[config.mk]
export PLATFORM = sky130hd
export DESIGN_NAME = spcd_queue
export DESIGN_NICKNAME = d
export VERILOG_FILES = /design/src/hw/rtl/spcd_pkg.sv /design/src/hw/rtl/spcd_queue.sv
export SDC_FILE = /design/constraint.sdc
export NUM_CORES = 2
export LEC_CHECK = 0
export BUFFER_PORTS_ARGS = -buffer_cell sky130_fd_sc_hd__buf_4
export CAP_MARGIN = 20
export CORE_AREA = 4 4 499 501
export CTS_CLUSTER_DIAMETER = 200
export DETAILED_ROUTE_END_ITERATION = 6
export DIE_AREA = 0 0 503 505
export GPL_TIMING_DRIVEN = 1
export SLEW_MARGIN = 15
export SYNTH_ARGS = -nofsm -noshare
export SYNTH_HDL_FRONTEND = slang
export SYNTH_SLANG_ARGS = --single-unit
[constraint.sdc]
create_clock -name clk -period 40.8 [get_ports clk]
set_input_delay 6.12 -clock clk [delete_from_list [all_inputs] [get_ports clk]]
set_output_delay 6.12 -clock clk [all_outputs]
set_load 0.01 [all_outputs]
[src/hw/rtl/spcd_pkg.sv]
package spcd_pkg;

  // Field and datapath widths
  localparam int CW        = 24;          // coordinate, signed Q16.8
  localparam int PW        = CW + 1;      // start difference
  localparam int PRW       = 50;          // dot product term
  localparam int DOTW      = 51;          // dot product
  localparam int MW        = 52;          // wide multiplier operand
  localparam int WW        = 2 * MW;      // wide product
  localparam int MPW       = 42;          // coordinate times parameter
  localparam int FW        = 17;          // Q1.16 parameter
  localparam int DW        = 54;          // squared distance
  localparam int LW        = 32;          // near-zero limit
  localparam int FRAC_BITS = 16;
  localparam int DIV_STEPS = FRAC_BITS;
  localparam int DIST_SHIFT = 32;
  localparam int SAT_BIT   = DW + DIST_SHIFT;
  localparam int IN_W      = 12 * CW;
  localparam int OUT_W     = DW + 2 * FW;
  localparam int QDEPTH    = 4;
  localparam int QAW       = 2;

  localparam logic [FW-1:0] ONE_Q16     = FW'(1) << FRAC_BITS;
  localparam logic [LW-1:0] LIMIT_RESET = LW'(1);

  typedef logic signed [CW-1:0]   coord_t;
  typedef logic signed [PW-1:0]   diff_t;
  typedef logic signed [PRW-1:0]  prod_t;
  typedef logic signed [DOTW-1:0] dot_t;
  typedef logic signed [MW-1:0]   mop_t;
  typedef logic signed [WW-1:0]   wide_t;
  typedef logic signed [MPW-1:0]  mp_t;
  typedef logic [FW-1:0]          frac_t;
  typedef logic [DW-1:0]          dist_t;

  typedef struct packed {
    coord_t [2:0] u;
    coord_t [2:0] v;
    diff_t  [2:0] w;
  } geom_t;

  typedef struct packed {
    dot_t a;
    dot_t b;
    dot_t c;
    dot_t d;
    dot_t e;
  } dots_t;

  // One classified pair, handed from front to back
  typedef struct packed {
    wide_t sn;
    wide_t sd;
    wide_t tn;
    wide_t td;
    logic  s_one;
    geom_t g;
  } job_t;

  typedef struct packed {
    logic full;
    logic empty;
  } q_stat_t;

endpackage

[src/hw/rtl/spcd_queue.sv]
// Short queue between front and back.
module spcd_queue (
  input  logic               clk,
  input  logic               rst_n,
  input  logic               push,
  input  spcd_pkg::job_t     push_data,
  input  logic               pop,
  output spcd_pkg::job_t     pop_data,
  output spcd_pkg::q_stat_t  stat
);

  spcd_pkg::job_t           mem_r [spcd_pkg::QDEPTH];
  logic [spcd_pkg::QAW-1:0] wr_r, rd_r;
  logic [spcd_pkg::QAW:0]   cnt_r;

  always_ff @(posedge clk) begin
    if (push) mem_r[wr_r] <= push_data;
  end

  // pointers and fill count
  always_ff @(posedge clk) begin
    if (!rst_n) begin
      wr_r  <= '0;
      rd_r  <= '0;
      cnt_r <= '0;
    end else begin
      if (push) wr_r <= wr_r + 1'b1;
      if (pop)  rd_r <= rd_r + 1'b1;
      if (push && !pop)      cnt_r <= cnt_r + 1'b1;
      else if (pop && !push) cnt_r <= cnt_r - 1'b1;
    end
  end

  assign pop_data   = mem_r[rd_r];
  assign stat.full  = cnt_r == (spcd_pkg::QAW + 1)'(spcd_pkg::QDEPTH);
  assign stat.empty = cnt_r == '0;

endmodule

; Yosys cells after proc, flatten, opt, wreduce, memory -nomap -nowiden
; Memory sizes are Yosys's and may differ from the RTL's. A register that Yosys moved wholly into a read port is not among the register bits.
; Cells that the tools add are included.
[totals]
reg_bits = 7
mem_bits_rw = 2544
inputBits = 640
output_inout_bits = 638
elab_cells = 21
memories = 1
[memory_table]
columns = memory, depth, width, read_ports, rd_clocked_by_memory_dff, wr, line
row1 = mem_r, 4, 636, 1, 1, 1, spcd_queue.sv:12  ; spcd_pkg::job_t mem_r [spcd_pkg::QDEPTH];
[op_classes]
add_sub_neg = 4
n_eq_ne = 1
muxes = 6
n_reduce_logical = 6
[ops]
columns = op, n
row1 = 3-bit 2-to-1 mux, 2
row2 = 2-bit by 1-bit adder with 2-bit output (second input constant), 2
row3 = 2-bit 2-to-1 mux, 2
row4 = 3-bit by 1-bit adder with 3-bit output (second input constant), 1
row5 = 3-bit equality test (second input constant), 1
row6 = 3-bit logical NOT, 1
row7 = 3-bit by 1-bit subtractor with 3-bit output (second input constant), 1
row8 = 1-bit logical AND, 2
row9 = 1-bit logical NOT, 2
row10 = 1-bit 2-to-1 mux, 2
row11 = 2-bit nonzero test, 1

; Longest topological paths before layout
[depth]
word_depth = 4
mapped_depth = 7
depth_no_buf = 7

; Worst setup path before layout
; No wires, ideal clock.
[synth_timing]
path_kind = input-to-reg
start = in push
end = mem mem_r[0][0] in the netlist's numbering, enable pin
setup_time_ns = 1.083
t_arrival_ns = 20.375
required_time_ns = 39.717
slack_ns = 19.342
cell_stages = 1
path_buffers = 0
cell_sequence = and2_1
[synth_between]
elab_chain_len = 2
[synth_lines]
columns = element, line
row1 = start: declaration, spcd_queue.sv:5  ; input logic push,
row2 = 1-bit 2-to-1 mux, spcd_queue.sv:17  ; if (push) mem_r[wr_r] <= push_data;
row3 = 1-bit 2-to-1 mux (implied by the code), spcd_queue.sv:17
row4 = end: declaration, spcd_queue.sv:12
; Every way passes these cells.

==> reports/qor.yml <==
pwr:
  power_mw: 6.059
  irDropWorstVdd_uv: 43.16
  total_leakage_power_nw: 37.68
  pwr_density_cell_nw_per_um2: 53.17
die:
  start_util_pct: 37.55
  design.core.area_sq_um: 244800
  die_y_um: 505
  row_count: 182
  die_w_um: 503
  ioPinCount: 1278
  dieArea_sq_um: 254000
global_route:
  grt_overflow: 0
  first_global_vias: 44450
  grt_start_max_net_pins: 145
  grt_usage_pct: 18.64
  grt_pass1_wl_um: 340400
  antenna_found_initial: 61
logic_synthesis:
  ys_top_cells_by_count: "2544 x edfxtp_1, 636 x mux4_2, 72 x buf_2"
  syn_area_sq_um: 91910
  synth_ff_type: "edfxtp_1"
  synth_cell_types: 22
  synth_top_area_share_pct: 83.12
  yosys_warnings: 0
  yosysSeqAreaShare_pct: 83.31
  yosysTopAreaCell: "edfxtp_1"
  yosys-top-cells-area: "edfxtp_1 83%, mux4_2 16%, buf_2 0.39%"
  synthCells: 3365
  yosys.cell_count.top_type: "edfxtp_1"
  postSynthAreaPerCell_sq_um: 27.31
  syn-num-nets: 4011
  synth_edf_count: 2544
  ys_ff_latch: 2553
  synthArstFlopShare_pct: 0
drt:
  postRouteAntennaNets: 0
  vias: 42740
  routed_via_density: 5.153
  post_drt_wl_per_cell_um: 29.17
  drtIter0Drc: 3584
  wl_um: 241900
  drc: 0
  dr.pass1.iters: 5
worst_setup_path:
  rr_endpoint: "mem_r[3][510]"
  cp.required_ns: 34.68
  cp-end-kind: "output pin"
  cp.arrival_ns: 6.37
  cp_max_fo: 99
  path_class: "reg -> out"
  start_kind: "flip-flop"
  r2r-start: "wr_r[0]"
  reg2regPathDepth: 6
  r2r_setup_slack_ns: 35.81
timing:
  hold_viol: 0
  clock.fmax_mhz: 80.05
  layout_setup_ws_ns: 28.31
  rsz0062_at_grt: "false"
  fin_tns_setup_ns: 0
  finalCriticalPeriod_ns: 12.49
  fin_worst_skew_ns: 0.07824
  maxSlewViolCount: 0
  worst_slew_pin_slew_ns: 1.269
  final-setup-viol-count: 0
  fin_crit_sh_pct: 30.62
  slew_headroom_pct: 15.43
clocking:
  hold_buffers: 0
  post_cts_buffers: 0
  cts_buffers: 289
  root_buffer: "clkbuf_16"
  cts_tree: "built"
  clock_path_buffers: 4
  path_clk_slew_ns: 0.06
  clock_latency_ns: 0.91
  cts_sinks: 2553
  ctsResizeCount: 0
  cts_max_level: 5
final_layout:
  layout.cells.non_filler: 8294
  final_util_pct: 46.55
  syn_to_final_growth_pct: 23.99
  drive_above_1_share_pct: 46.22
  num-nets-final: 5495
  multi_input_area_sq_um: 14580
  fillers: 20070
  final-seq-area_sq_um: 76580
run_status:
  status: "finished, final reports clean"
placement:
  place_ws_ns: 28.81
  gp_congestion: 0.8047
  placed_cells: 7776
  port_buffers: 1277
  dp_hpwl_um: 161500
worst_hold_path:
  hp-class: "reg -> reg"
  hold_start: "cnt_r[2]"
  holdPathEnd: "cnt_r[2]"
  holdPathStages: 2
flow_run:
  drv_cap: 0
[routing by layer]
| metal | routed length [um] | vias to the layer above | GRT usage (%) | part of all wire (%) |
|---|---|---|---|---|
| met1 | 90420 | 22840 | 23.25 | 37 |
| met4 | 6749 | 38 | 5.589 | 2.8 |
| met2 | 119700 | 1689 | 30.41 | 49 |
| li1 | - | 17750 | - | - |
| met3 | 24830 | 428 | 6.938 | 10 |
| met5 | 247 | - | 0 | 0.10 |
[area by class of cell]
class / count / area share [%]
Clock buffer: 371 / 6.691
Multi-Input combinational cell: 666 / 12.80
Sequential cell: 2553 / 67.20
Antenna cell: 24 / 0.05270
Inverter: 4 / 0.01317
Tap cell: 3220 / 3.535
Clock inverter: 121 / 0.7729
Timing Repair Buffer: 1335 / 8.939
[layout by cell type (no fill, tap or decap), drive strengths merged, types with 2 or more instances in the layout]
master,instances
buf,1335
mux4,636
clkbuf,371
clkinv,101
xnor2,2
dfxtp,9
mux2i,2
xor2,3
edfxtp,2544
ha,5
nor2b,2
bufinv,7
clkinvlp,5
inv,12
diode,24
and2,9
[stage by stage]
step / hold slack [ns] / instance area (sq um)
after floorplan: 0.4724 / 91910
after global placement: 0.4876 / 105300
after detailed placement: 0.4989 / 105300
after CTS: 0.5070 / 113800
after global routing: 0.5399 / 113900
final: 0.5021 / 114000
[worst max-delay path: stages (launching register included)]
cell	delay, ns
dfxtp_4	0.73
buf_12	0.54
buf_4	0.73
buf_4	0.76
buf_4	0.80
buf_4	0.75
mux4_2	0.65
buf_4	0.17
[power breakdown]
group          switching [mW]  total (mW)  internal [mW]  leakage [nW]
logic                   0.359       0.666          0.307          10.1
registers              0.0266        3.05           3.02          23.4
clock network           0.986        2.35           1.36          4.13
total                    1.37        6.06           4.69          37.7
[kinds of logic after synthesis]
logic type	count (synthesis)	share of synthesized area [%]
adders and majority gates	6	0.08985
AOI/OAI and AO/OA	2	0.01361
buffers and inverters	146	0.8291
DFF	2553	83.31
and+or+nand+nor	15	0.09937
xor gates and xnor gates	5	0.04766
muxes	638	15.61
[sequential cells by signal, summed over array words and instances (netlist names), named ones only]
| register | flops |
|---|---|
| mem_r | 2544 |
| cnt_r | 3 |
| rd_r | 2 |
| wr_r | 2 |
[how the worst max path moves through the flow]
stage	startpoint	to	slack (ns)	cells after the start
global route	flip-flop	pop_data[537]	27.42	7
finish	flip-flop	pop_data[537]	28.31	7
global placement	flip-flop	pop_data[522]	28.78	7
CTS	flip-flop	pop_data[518]	27.83	7
detailed placement	flip-flop	pop_data[518]	28.81	7
floorplan	push	mem_r[0][0]	19.34	1
Power figures use the tool's default switching activity.
